### src/rtl/tgd_pkg.sv
// tgd_pkg: types, result codes and sizing constants for the TGA stream decoder.
// No dependencies; used by every module under rtl/.
`default_nettype none

package tgd_pkg;

   // Result kinds
   localparam logic [1:0] KIND_HEADER = 2'd0;
   localparam logic [1:0] KIND_RUN    = 2'd1;
   localparam logic [1:0] KIND_ERROR  = 2'd2;

   // Error codes
   localparam logic [2:0] ERR_CMAP     = 3'd0;
   localparam logic [2:0] ERR_TYPE     = 3'd1;
   localparam logic [2:0] ERR_SIZE     = 3'd2;
   localparam logic [2:0] ERR_OVERFLOW = 3'd3;
   localparam logic [2:0] ERR_TRUNC    = 3'd4;

   // Header layout
   localparam int unsigned HDR_BYTES = 18;

   // Default depth of the event queue between parser and formatter
   localparam int unsigned QUEUE_DEPTH = 4;

   typedef struct packed {
      logic [7:0] data_byte;
      logic       first_byte;
      logic       last_byte;
   } req_type;

   typedef struct packed {
      logic [1:0]  kind;
      logic [31:0] pixel_bgra;
      logic [31:0] start_index;
      logic [7:0]  run_length;
      logic [15:0] image_width;
      logic [15:0] image_height;
      logic        top_origin;
      logic [2:0]  error_code;
      logic        image_done;
   } rsp_type;

   // Compact event from parser to formatter.
   // data: pixel (or grey byte in [7:0]) for runs, {height, width} for headers.
   typedef struct packed {
      logic [1:0]  kind;
      logic        gray;
      logic [31:0] data;
      logic [31:0] start;
      logic [7:0]  len;
      logic        top;
      logic [2:0]  code;
      logic        done;
   } evt_type;

endpackage

`default_nettype wire

### src/rtl/tgd_parser.sv
// tgd_parser: front end; takes file bytes, walks header / ID / packet / pixel phases.
// Emits at most one compact event per byte. Depends on tgd_pkg.
`default_nettype none

module tgd_parser (
   input  wire logic            clock,
   input  wire logic            reset,
   input  wire logic            accept,
   input  wire tgd_pkg::req_type req_item,
   output logic                 evt_push,
   output tgd_pkg::evt_type     evt
);

   localparam logic [2:0] PH_IDLE   = 3'd0;
   localparam logic [2:0] PH_HEADER = 3'd1;
   localparam logic [2:0] PH_IDSKIP = 3'd2;
   localparam logic [2:0] PH_PACKET = 3'd3;
   localparam logic [2:0] PH_PIXEL  = 3'd4;

   localparam logic [4:0] POS_LAST = 5'(tgd_pkg::HDR_BYTES - 1);

   logic [2:0]  phase_ff, phase_in;
   logic [4:0]  hdr_pos_ff, hdr_pos_in;
   logic [7:0]  id_left_ff, id_left_in;
   logic        compressed_ff, compressed_in;
   logic [2:0]  bpp_ff, bpp_in;
   logic [15:0] width_ff, width_in;
   logic [15:0] height_ff, height_in;
   logic [31:0] total_ff, total_in;
   logic [31:0] done_cnt_ff, done_cnt_in;
   logic        repeat_ff, repeat_in;
   logic [7:0]  pkt_left_ff, pkt_left_in;
   logic [23:0] assembly_ff, assembly_in;
   logic [1:0]  byte_idx_ff, byte_idx_in;

   logic [7:0]  b;
   logic [2:0]  cur_phase;
   logic [4:0]  cur_pos;
   logic [2:0]  data_phase;
   logic        err;
   logic [2:0]  err_code;
   logic        complete;
   logic [7:0]  id_dec;
   logic [7:0]  run;
   logic [32:0] run_end;
   logic [23:0] asm_new;
   logic [7:0]  n;
   logic [31:0] done_new;

   assign b          = req_item.data_byte;
   assign cur_phase  = req_item.first_byte ? PH_HEADER : phase_ff;
   assign cur_pos    = req_item.first_byte ? 5'd0 : hdr_pos_ff;
   assign data_phase = compressed_ff ? PH_PACKET : PH_PIXEL;
   assign id_dec     = id_left_ff - 8'd1;
   assign run        = {1'b0, b[6:0]} + 8'd1;
   assign run_end    = {1'b0, done_cnt_ff} + 33'(run);
   assign asm_new    = assembly_ff | (24'(b) << {byte_idx_ff, 3'b000});
   assign n          = (compressed_ff && repeat_ff && pkt_left_ff != 8'd0) ? pkt_left_ff : 8'd1;
   assign done_new   = done_cnt_ff + 32'(n);

   always_comb begin
      phase_in      = phase_ff;
      hdr_pos_in    = hdr_pos_ff;
      id_left_in    = id_left_ff;
      compressed_in = compressed_ff;
      bpp_in        = bpp_ff;
      width_in      = width_ff;
      height_in     = height_ff;
      total_in      = total_ff;
      done_cnt_in   = done_cnt_ff;
      repeat_in     = repeat_ff;
      pkt_left_in   = pkt_left_ff;
      assembly_in   = assembly_ff;
      byte_idx_in   = byte_idx_ff;
      evt           = '0;
      evt_push      = 1'b0;
      err           = 1'b0;
      err_code      = tgd_pkg::ERR_CMAP;
      complete      = 1'b0;

      if (accept) begin
         // restart drops whatever image was in flight
         if (req_item.first_byte) begin
            phase_in      = PH_HEADER;
            hdr_pos_in    = 5'd0;
            id_left_in    = 8'd0;
            compressed_in = 1'b0;
            bpp_in        = 3'd0;
            width_in      = 16'd0;
            height_in     = 16'd0;
            total_in      = 32'd0;
            done_cnt_in   = 32'd0;
            repeat_in     = 1'b0;
            pkt_left_in   = 8'd0;
            assembly_in   = 24'd0;
            byte_idx_in   = 2'd0;
         end

         unique case (cur_phase)
            PH_HEADER: begin
               unique case (cur_pos)
                  5'd0: id_left_in = b;
                  5'd1: begin
                     if (b != 8'd0) begin
                        err      = 1'b1;
                        err_code = tgd_pkg::ERR_CMAP;
                     end
                  end
                  5'd2: begin
                     if (b != 8'd2 && b != 8'd3 && b != 8'd10 && b != 8'd11) begin
                        err      = 1'b1;
                        err_code = tgd_pkg::ERR_TYPE;
                     end
                     compressed_in = (b == 8'd10 || b == 8'd11);
                  end
                  5'd12: width_in[7:0]   = b;
                  5'd13: width_in[15:8]  = b;
                  5'd14: height_in[7:0]  = b;
                  5'd15: height_in[15:8] = b;
                  5'd16: begin
                     if (width_ff == 16'd0 || height_ff == 16'd0 ||
                         (b != 8'd8 && b != 8'd24 && b != 8'd32)) begin
                        err      = 1'b1;
                        err_code = tgd_pkg::ERR_SIZE;
                     end else begin
                        bpp_in = b[5:3];
                     end
                  end
                  POS_LAST: begin
                     total_in = {16'd0, width_ff} * {16'd0, height_ff};
                     evt_push = 1'b1;
                     evt.kind = tgd_pkg::KIND_HEADER;
                     evt.data = {height_ff, width_ff};
                     evt.top  = b[5];
                     phase_in = (id_left_ff != 8'd0) ? PH_IDSKIP : data_phase;
                  end
                  default: ;
               endcase
               if (cur_pos < POS_LAST) begin
                  hdr_pos_in = cur_pos + 5'd1;
               end
            end
            PH_IDSKIP: begin
               id_left_in = id_dec;
               if (id_dec == 8'd0) begin
                  phase_in = data_phase;
               end
            end
            PH_PACKET: begin
               if (run_end > {1'b0, total_ff}) begin
                  err      = 1'b1;
                  err_code = tgd_pkg::ERR_OVERFLOW;
               end else begin
                  repeat_in   = b[7];
                  pkt_left_in = run;
                  phase_in    = PH_PIXEL;
               end
            end
            PH_PIXEL: begin
               if (bpp_ff == 3'd1) begin
                  evt.gray = 1'b1;
                  evt.data = {24'd0, b};
                  complete = 1'b1;
               end else if (byte_idx_ff != 2'd3) begin
                  assembly_in = asm_new;
                  if ({1'b0, byte_idx_ff} + 3'd1 >= bpp_ff) begin
                     evt.data = {8'hFF, asm_new};
                     complete = 1'b1;
                  end else begin
                     byte_idx_in = byte_idx_ff + 2'd1;
                  end
               end else begin
                  evt.data = {b, assembly_ff};
                  complete = 1'b1;
               end
               if (complete) begin
                  byte_idx_in = 2'd0;
                  assembly_in = 24'd0;
                  evt_push    = 1'b1;
                  evt.kind    = tgd_pkg::KIND_RUN;
                  evt.start   = done_cnt_ff;
                  evt.len     = n;
                  done_cnt_in = done_new;
                  if (compressed_ff) begin
                     pkt_left_in = (pkt_left_ff >= n) ? pkt_left_ff - n : 8'd0;
                  end
                  if (done_new >= total_ff) begin
                     evt.done = 1'b1;
                     phase_in = PH_IDLE;
                  end else if (compressed_ff && pkt_left_in == 8'd0) begin
                     phase_in = PH_PACKET;
                  end
               end
            end
            default: ;
         endcase

         // truncation only when no other error on this byte
         if (!err && req_item.last_byte && phase_in != PH_IDLE) begin
            err      = 1'b1;
            err_code = tgd_pkg::ERR_TRUNC;
         end
         if (err) begin
            phase_in = PH_IDLE;
            evt      = '0;
            evt.kind = tgd_pkg::KIND_ERROR;
            evt.code = err_code;
            evt.done = 1'b1;
            evt_push = 1'b1;
         end
      end
   end

   always_ff @(posedge clock) begin
      if (reset) begin
         phase_ff      <= PH_IDLE;
         hdr_pos_ff    <= 5'd0;
         id_left_ff    <= 8'd0;
         compressed_ff <= 1'b0;
         bpp_ff        <= 3'd0;
         width_ff      <= 16'd0;
         height_ff     <= 16'd0;
         total_ff      <= 32'd0;
         done_cnt_ff   <= 32'd0;
         repeat_ff     <= 1'b0;
         pkt_left_ff   <= 8'd0;
         assembly_ff   <= 24'd0;
         byte_idx_ff   <= 2'd0;
      end else begin
         phase_ff      <= phase_in;
         hdr_pos_ff    <= hdr_pos_in;
         id_left_ff    <= id_left_in;
         compressed_ff <= compressed_in;
         bpp_ff        <= bpp_in;
         width_ff      <= width_in;
         height_ff     <= height_in;
         total_ff      <= total_in;
         done_cnt_ff   <= done_cnt_in;
         repeat_ff     <= repeat_in;
         pkt_left_ff   <= pkt_left_in;
         assembly_ff   <= assembly_in;
         byte_idx_ff   <= byte_idx_in;
      end
   end

   a_hdr_pos_range: assert property (@(posedge clock) disable iff (reset)
      phase_ff == PH_HEADER |-> hdr_pos_ff <= POS_LAST)
      else $error("header position past last header byte");

   a_pixel_needs_depth: assert property (@(posedge clock) disable iff (reset)
      phase_ff == PH_PIXEL |-> (bpp_ff == 3'd1 || bpp_ff == 3'd3 || bpp_ff == 3'd4))
      else $error("pixel phase without a valid pixel depth");

endmodule

`default_nettype wire

### src/rtl/tgd_queue.sv
// tgd_queue: short event FIFO between parser and formatter, flop based.
// Depends on tgd_pkg for the event type.
`default_nettype none

module tgd_queue #(
   parameter int unsigned Depth = tgd_pkg::QUEUE_DEPTH
) (
   input  wire logic             clock,
   input  wire logic             reset,
   input  wire logic             wr_en,
   input  wire tgd_pkg::evt_type wr_evt,
   input  wire logic             rd_en,
   output tgd_pkg::evt_type      rd_evt,
   output logic                  rd_valid,
   output logic                  full
);

   localparam int unsigned PtrW = (Depth > 1) ? $clog2(Depth) : 1;
   localparam int unsigned CntW = $clog2(Depth + 1);
   localparam logic [PtrW-1:0] PtrLast = PtrW'(Depth - 1);
   localparam logic [CntW-1:0] CntFull = CntW'(Depth);

   tgd_pkg::evt_type  mem_ff [Depth];
   logic [PtrW-1:0]   wr_ptr_ff, wr_ptr_in;
   logic [PtrW-1:0]   rd_ptr_ff, rd_ptr_in;
   logic [CntW-1:0]   count_ff, count_in;
   logic              do_wr, do_rd;

   assign full     = (count_ff == CntFull);
   assign rd_valid = (count_ff != '0);
   assign rd_evt   = mem_ff[rd_ptr_ff];
   assign do_wr    = wr_en && !full;
   assign do_rd    = rd_en && rd_valid;

   always_comb begin
      wr_ptr_in = wr_ptr_ff;
      rd_ptr_in = rd_ptr_ff;
      count_in  = count_ff;
      if (do_wr) begin
         wr_ptr_in = (wr_ptr_ff == PtrLast) ? '0 : wr_ptr_ff + PtrW'(1);
      end
      if (do_rd) begin
         rd_ptr_in = (rd_ptr_ff == PtrLast) ? '0 : rd_ptr_ff + PtrW'(1);
      end
      if (do_wr && !do_rd) begin
         count_in = count_ff + CntW'(1);
      end else if (do_rd && !do_wr) begin
         count_in = count_ff - CntW'(1);
      end
   end

   always_ff @(posedge clock) begin
      if (reset) begin
         wr_ptr_ff <= '0;
         rd_ptr_ff <= '0;
         count_ff  <= '0;
      end else begin
         wr_ptr_ff <= wr_ptr_in;
         rd_ptr_ff <= rd_ptr_in;
         count_ff  <= count_in;
      end
   end

   always_ff @(posedge clock) begin
      if (do_wr) begin
         mem_ff[wr_ptr_ff] <= wr_evt;
      end
   end

   a_count_bound: assert property (@(posedge clock) disable iff (reset)
      count_ff <= CntFull)
      else $error("queue count above depth");

endmodule

`default_nettype wire

### src/rtl/tgd_formatter.sv
// tgd_formatter: back end; expands queued events into full result beats.
// Holds the result in an output register. Depends on tgd_pkg.
`default_nettype none

module tgd_formatter (
   input  wire logic             clock,
   input  wire logic             reset,
   input  wire tgd_pkg::evt_type head_evt,
   input  wire logic             head_valid,
   output logic                  head_pop,
   output tgd_pkg::rsp_type      rsp_item,
   output logic                  empty,
   input  wire logic             pop
);

   tgd_pkg::rsp_type rsp_ff, rsp_in;
   logic             valid_ff, valid_in;
   logic             is_run, is_hdr;

   assign is_run = (head_evt.kind == tgd_pkg::KIND_RUN);
   assign is_hdr = (head_evt.kind == tgd_pkg::KIND_HEADER);

   // take a new event when the output slot is free or being drained
   assign head_pop = head_valid && (!valid_ff || pop);

   always_comb begin
      rsp_in.kind         = head_evt.kind;
      rsp_in.pixel_bgra   = !is_run ? 32'd0 :
                            head_evt.gray ? {8'hFF, {3{head_evt.data[7:0]}}} : head_evt.data;
      rsp_in.start_index  = is_run ? head_evt.start : 32'd0;
      rsp_in.run_length   = is_run ? head_evt.len : 8'd0;
      rsp_in.image_width  = is_hdr ? head_evt.data[15:0] : 16'd0;
      rsp_in.image_height = is_hdr ? head_evt.data[31:16] : 16'd0;
      rsp_in.top_origin   = is_hdr ? head_evt.top : 1'b0;
      rsp_in.error_code   = head_evt.code;
      rsp_in.image_done   = head_evt.done;
      valid_in = head_pop ? 1'b1 : (pop ? 1'b0 : valid_ff);
   end

   always_ff @(posedge clock) begin
      if (reset) begin
         valid_ff <= 1'b0;
      end else begin
         valid_ff <= valid_in;
      end
   end

   always_ff @(posedge clock) begin
      if (head_pop) begin
         rsp_ff <= rsp_in;
      end
   end

   assign rsp_item = rsp_ff;
   assign empty    = !valid_ff;

   a_error_ends_image: assert property (@(posedge clock) disable iff (reset)
      (valid_ff && rsp_ff.kind == tgd_pkg::KIND_ERROR) |->
         (rsp_ff.image_done && rsp_ff.pixel_bgra == 32'd0 && rsp_ff.run_length == 8'd0))
      else $error("error beat not marked done or carries pixel data");

endmodule

`default_nettype wire

### src/rtl/tga_image_stream_decoder_unit.sv
// tga_image_stream_decoder_unit: top level of the TGA byte-stream decoder.
// Instantiates tgd_parser, tgd_queue and tgd_formatter; depends on tgd_pkg.
//
//   channel   ports                     beat                    accepted when
//   input     req_item, push, full      one file byte + flags   push && !full
//   result    rsp_item, empty, pop      header / run / error    pop && !empty
//
// One byte per cycle sustained while full is low; a result passes through the
// event queue and then the output register before it is on rsp_item.
// The parser settles each byte in the accept cycle; the header multiply and the
// pixel-count add/compare are the longest paths there.
// full rises only when the event queue (QueueDepth entries) is full; the output
// register drains into the consumer independently, so stalls only back up.
// Synchronous active-high reset returns the parser to idle and empties both stages.
`default_nettype none

module tga_image_stream_decoder_unit #(
   parameter int unsigned QueueDepth = tgd_pkg::QUEUE_DEPTH
) (
   input  wire logic             clock,
   input  wire logic             reset,
   input  wire tgd_pkg::req_type req_item,
   input  wire logic             push,
   output logic                  full,
   output tgd_pkg::rsp_type      rsp_item,
   output logic                  empty,
   input  wire logic             pop
);

   logic             accept;
   logic             evt_push;
   tgd_pkg::evt_type evt;
   tgd_pkg::evt_type head_evt;
   logic             head_valid;
   logic             head_pop;

   assign accept = push && !full;

   // front: byte classification and image state
   tgd_parser u_parser (
      .clock    (clock),
      .reset    (reset),
      .accept   (accept),
      .req_item (req_item),
      .evt_push (evt_push),
      .evt      (evt)
   );

   // decoupling queue; its full flag is the input backpressure
   tgd_queue #(
      .Depth (QueueDepth)
   ) u_queue (
      .clock    (clock),
      .reset    (reset),
      .wr_en    (evt_push),
      .wr_evt   (evt),
      .rd_en    (head_pop),
      .rd_evt   (head_evt),
      .rd_valid (head_valid),
      .full     (full)
   );

   // back: result expansion and output register
   tgd_formatter u_formatter (
      .clock      (clock),
      .reset      (reset),
      .head_evt   (head_evt),
      .head_valid (head_valid),
      .head_pop   (head_pop),
      .rsp_item   (rsp_item),
      .empty      (empty),
      .pop        (pop)
   );

   a_result_follows_queue: assert property (@(posedge clock) disable iff (reset)
      (head_valid && empty) |=> !empty)
      else $error("queued event not moved into empty output slot");

endmodule

`default_nettype wire

### config.mk
export PLATFORM = sky130hd
export DESIGN_NAME = tga_image_stream_decoder_unit
export DESIGN_NICKNAME = d
export VERILOG_FILES = /design/src/rtl/tgd_pkg.sv /design/src/rtl/tgd_parser.sv /design/src/rtl/tgd_queue.sv /design/src/rtl/tgd_formatter.sv /design/src/rtl/tga_image_stream_decoder_unit.sv
export SDC_FILE = /design/constraint.sdc
export NUM_CORES = 2
export LEC_CHECK = 0
export BUFFER_PORTS_ARGS = -buffer_cell sky130_fd_sc_hd__buf_4
export CORE_AREA = 2 2 247 493
export DETAILED_ROUTE_END_ITERATION = 12
export DIE_AREA = 0 0 249 495
export PLACE_DENSITY = 0.54
export SLEW_MARGIN = 25
export SYNTH_ARGS = -nofsm -noshare
export SYNTH_HDL_FRONTEND = slang
export SYNTH_SLANG_ARGS = --single-unit
### constraint.sdc
create_clock -name clock -period 11.2 [get_ports clock]
set_input_delay 1.12 -clock clock [delete_from_list [all_inputs] [get_ports clock]]
set_output_delay 1.12 -clock clock [all_outputs]
set_load 0.005 [all_outputs]
==> flow_summary.json <==
{
  "path_max_fanout": 42,
  "clk_pin_slew_ns": 0.07,
  "drive_gt1_share_pct": 11.94,
  "yosys.area_share.simple_pct": 13.76,
  "synthXorXnorAreaFrac_pct": 2.506,
  "finalSetupViolCount": 0,
  "yosys.cell_types.count": 76,
  "synth_edf_count": 431,
  "cellLeakagePower_nw": 15.96,
  "maxSlewViolCount": 0,
  "h-tree-depth": 2,
  "rsz0062_at_grt": "no",
  "drt_iter0_drc": 1667,
  "postCtsSetupRepairBufs": 0,
  "fin_crit_ns": 8.158,
  "grt_pass1_vias": 25110,
  "ys_async_sr_fraction_pct": 0,
  "hold_ws_ns": 0.4691,
  "grt_start_max_net_pins": 73,
  "yosysWarnings": 0,
  "ir_drop_mv": 0.1541,
  "reg2regPathDepth": 26,
  "syn_area_um2": 35650,
  "initial_utilization_pct": 29.81,
  "worst-setup-path-type": "flop to flop",
  "wl_per_cell_um": 19.39,
  "fin_cells": 4830,
  "avgSynthCellArea_um2": 11.12,
  "fin_area_um2": 40250,
  "skew_ns": 0.03578,
  "synthTopCellsByArea": "edfxtp_1 (36%), fa_1 (11%), dfxtp_1 (9.0%)",
  "critPathLaunch": "u_parser.repeat_ff$_SDFFE_PP0P_",
  "via_count": 24316,
  "ioPinCount": 127,
  "port_buffers": 126,
  "ys_ff_latch": 592,
  "yosysMostFrequentCell": "edfxtp_1",
  "start_kind": "flop",
  "root_buffer": "clkbuf_16",
  "fin_tns_setup_ns": 0,
  "grt_usage_pct": 15.16,
  "end_kind": "flop",
  "pre_cts_slack_ns": 3.116,
  "setup_ws_ns": 3.042,
  "die_w_um": 249,
  "routed_wl_um": 93640,
  "totalPowerFinal_mw": 6.567,
  "r2r_start": "u_parser.repeat_ff$_SDFFE_PP0P_",
  "synth_top_area_cell": "edfxtp_1",
  "status": "complete, no violations",
  "power.density_nw_per_um2": 163.2,
  "die-area_um2": 123300,
  "ant_nets": 0,
  "synth_top_cell_area_share_pct": 36.30,
  "cts.sinks": 592,
  "hold_viol": 0,
  "via_per_inst": 5.034,
  "r2r_setup_slack_ns": 3.04,
  "hp-start": "u_parser.total_ff[18]$_SDFFE_PP0P_",
  "yosys-top-cells-count": "edfxtp_1 (431), nand2_1 (298), inv_1 (287)",
  "synthMuxAreaShare_pct": 5.313,
  "arrival_ns": 8.41,
  "synth_nets": 3625,
  "synth_adder_area_share_pct": 18.33,
  "holdPathStages": 2,
  "num_antenna_cells": 0,
  "relSlewSlack_pct": 25.32,
  "synthCells": 3207,
  "grt_pass1_wl_um": 147600,
  "ys.flop_type": "edfxtp_1",
  "antenna_found_initial": 0,
  "area_growth_pct": 12.90,
  "tightest_slew_ns": 1.119,
  "placed_area_um2": 38150,
  "hpwl_um": 67360,
  "rows": 180,
  "die_h_um": 495,
  "ys_seq_area_share_pct": 45.34,
  "max-cap-violations": 0,
  "drc": 0,
  "coreArea_um2": 119600,
  "critPathRequiredTime_ns": 11.45,
  "cts_resized": 0,
  "cts_buffers": 57,
  "nNetsFinal": 3653,
  "cts_tree": "yes",
  "overflow": 0,
  "synth_top_family_by_area": "adder cells",
  "dp_cells": 4723,
  "firstDrtPassIters": 5,
  "min-delay-path-class": "flop to flop",
  "gp_congestion": 0.9112,
  "clockBufferDepth": 3,
  "post-route-period-util_pct": 72.84,
  "cts_hold_buf": 0,
  "clock_latency_ns": 0.64,
  "max_freq_mhz": 122.6,
  "synth-compound-area-share_pct": 9.451,
  "final_util_pct": 33.66
}
==> cells by family after synthesis <==
group,after synthesis
AO/OA/AOI/OAI,518
adder cells (fa/ha/maj),404
buffers and inverters,493
multiplexers,90
AND/OR/NAND/NOR,1008
flip-flops,592
XOR/XNOR,102
==> worst paths after layout <==
path,to
max,u_queue.mem_ff[2][24]$_DFFE_PP_
min,u_parser.total_ff[18]$_SDFFE_PP0P_
max reg2reg,u_queue.mem_ff[2][24]$_DFFE_PP_
min reg2reg,u_parser.total_ff[18]$_SDFFE_PP0P_
==> placed cells by master (no fill, tap or decap), types with 79 or more instances in the layout <==
| master | netlist | layout |
|---|---|---|
| nand2_1 | 298 | 298 |
| mux4_2 | 79 | 79 |
| nor2_1 | 257 | 256 |
| dfxtp_1 | 161 | 159 |
| fa_1 | 197 | 197 |
| a22oi_1 | 102 | 102 |
| ha_1 | 207 | 207 |
| and2_1 | 165 | 161 |
| a21oi_1 | 169 | 168 |
| buf_4 | 0 | 174 |
| inv_1 | 287 | 287 |
| edfxtp_1 | 431 | 431 |
==> layer usage <==
layer	track usage (%)	vias to the layer above	part of all wire, %
met5	0	-	0
met2	26.64	625	49
met1	19.74	12343	44
met3	1.795	127	4.4
met4	3.939	0	2.2
li1	-	11221	-
==> layout make-up <==
type | count | area (µm²)
clock buffers | 68 | 1499
inverters | 288 | 1081
clock inverters | 39 | 588.1
flip-flops and latches | 592 | 16170
repair buffers | 174 | 1306
fillers | 11930 | 79340
multi-input cells | 2122 | 17670
well taps | 1547 | 1936
==> registers in the layout, indices dropped and copies added, names as in the netlist, 5 cells and up, named ones only <==
| signal | count |
|---|---|
| u_parser.hdr_pos_ff | 5 |
| u_parser.done_cnt_ff | 32 |
| u_parser.assembly_ff | 24 |
| u_parser.id_left_ff | 8 |
| u_parser.height_ff | 16 |
| u_queue.mem_ff | 320 |
| u_parser.pkt_left_ff | 8 |
| u_parser.total_ff | 32 |
| u_parser.width_ff | 16 |
| u_formatter.rsp_item | 111 |
==> worst max-delay path, stage by stage (launching register included) <==
cell	delay [ns]
dfxtp_1	0.53
nand2_1	0.20
a31oi_1	0.62
nand2b_1	0.17
ha_1	0.26
fa_1	0.43
a21o_1	0.17
a21oi_1	0.21
o21bai_1	0.10
a21oi_1	0.23
o21bai_1	0.10
a21o_1	0.18
buf_4	0.21
and2_1	0.22
nand2_1	0.11
xnor2_1	0.12
ha_1	0.26
and4_1	0.22
nand2_1	0.10
a21oi_1	0.05
a2111oi_0	0.66
o21ai_0	0.39
a31o_2	0.37
a41o_4	0.26
a31oi_4	0.29
and2_4	0.60
buf_4	0.69
==> power by group <==
group	switching (mW)	total [mW]	leakage [nW]	internal (mW)
logic	0.814	1.50	9.52	0.686
registers	0.170	2.93	5.43	2.76
clock network	0.870	2.14	1.01	1.27
Power figures use the tool's default switching activity.
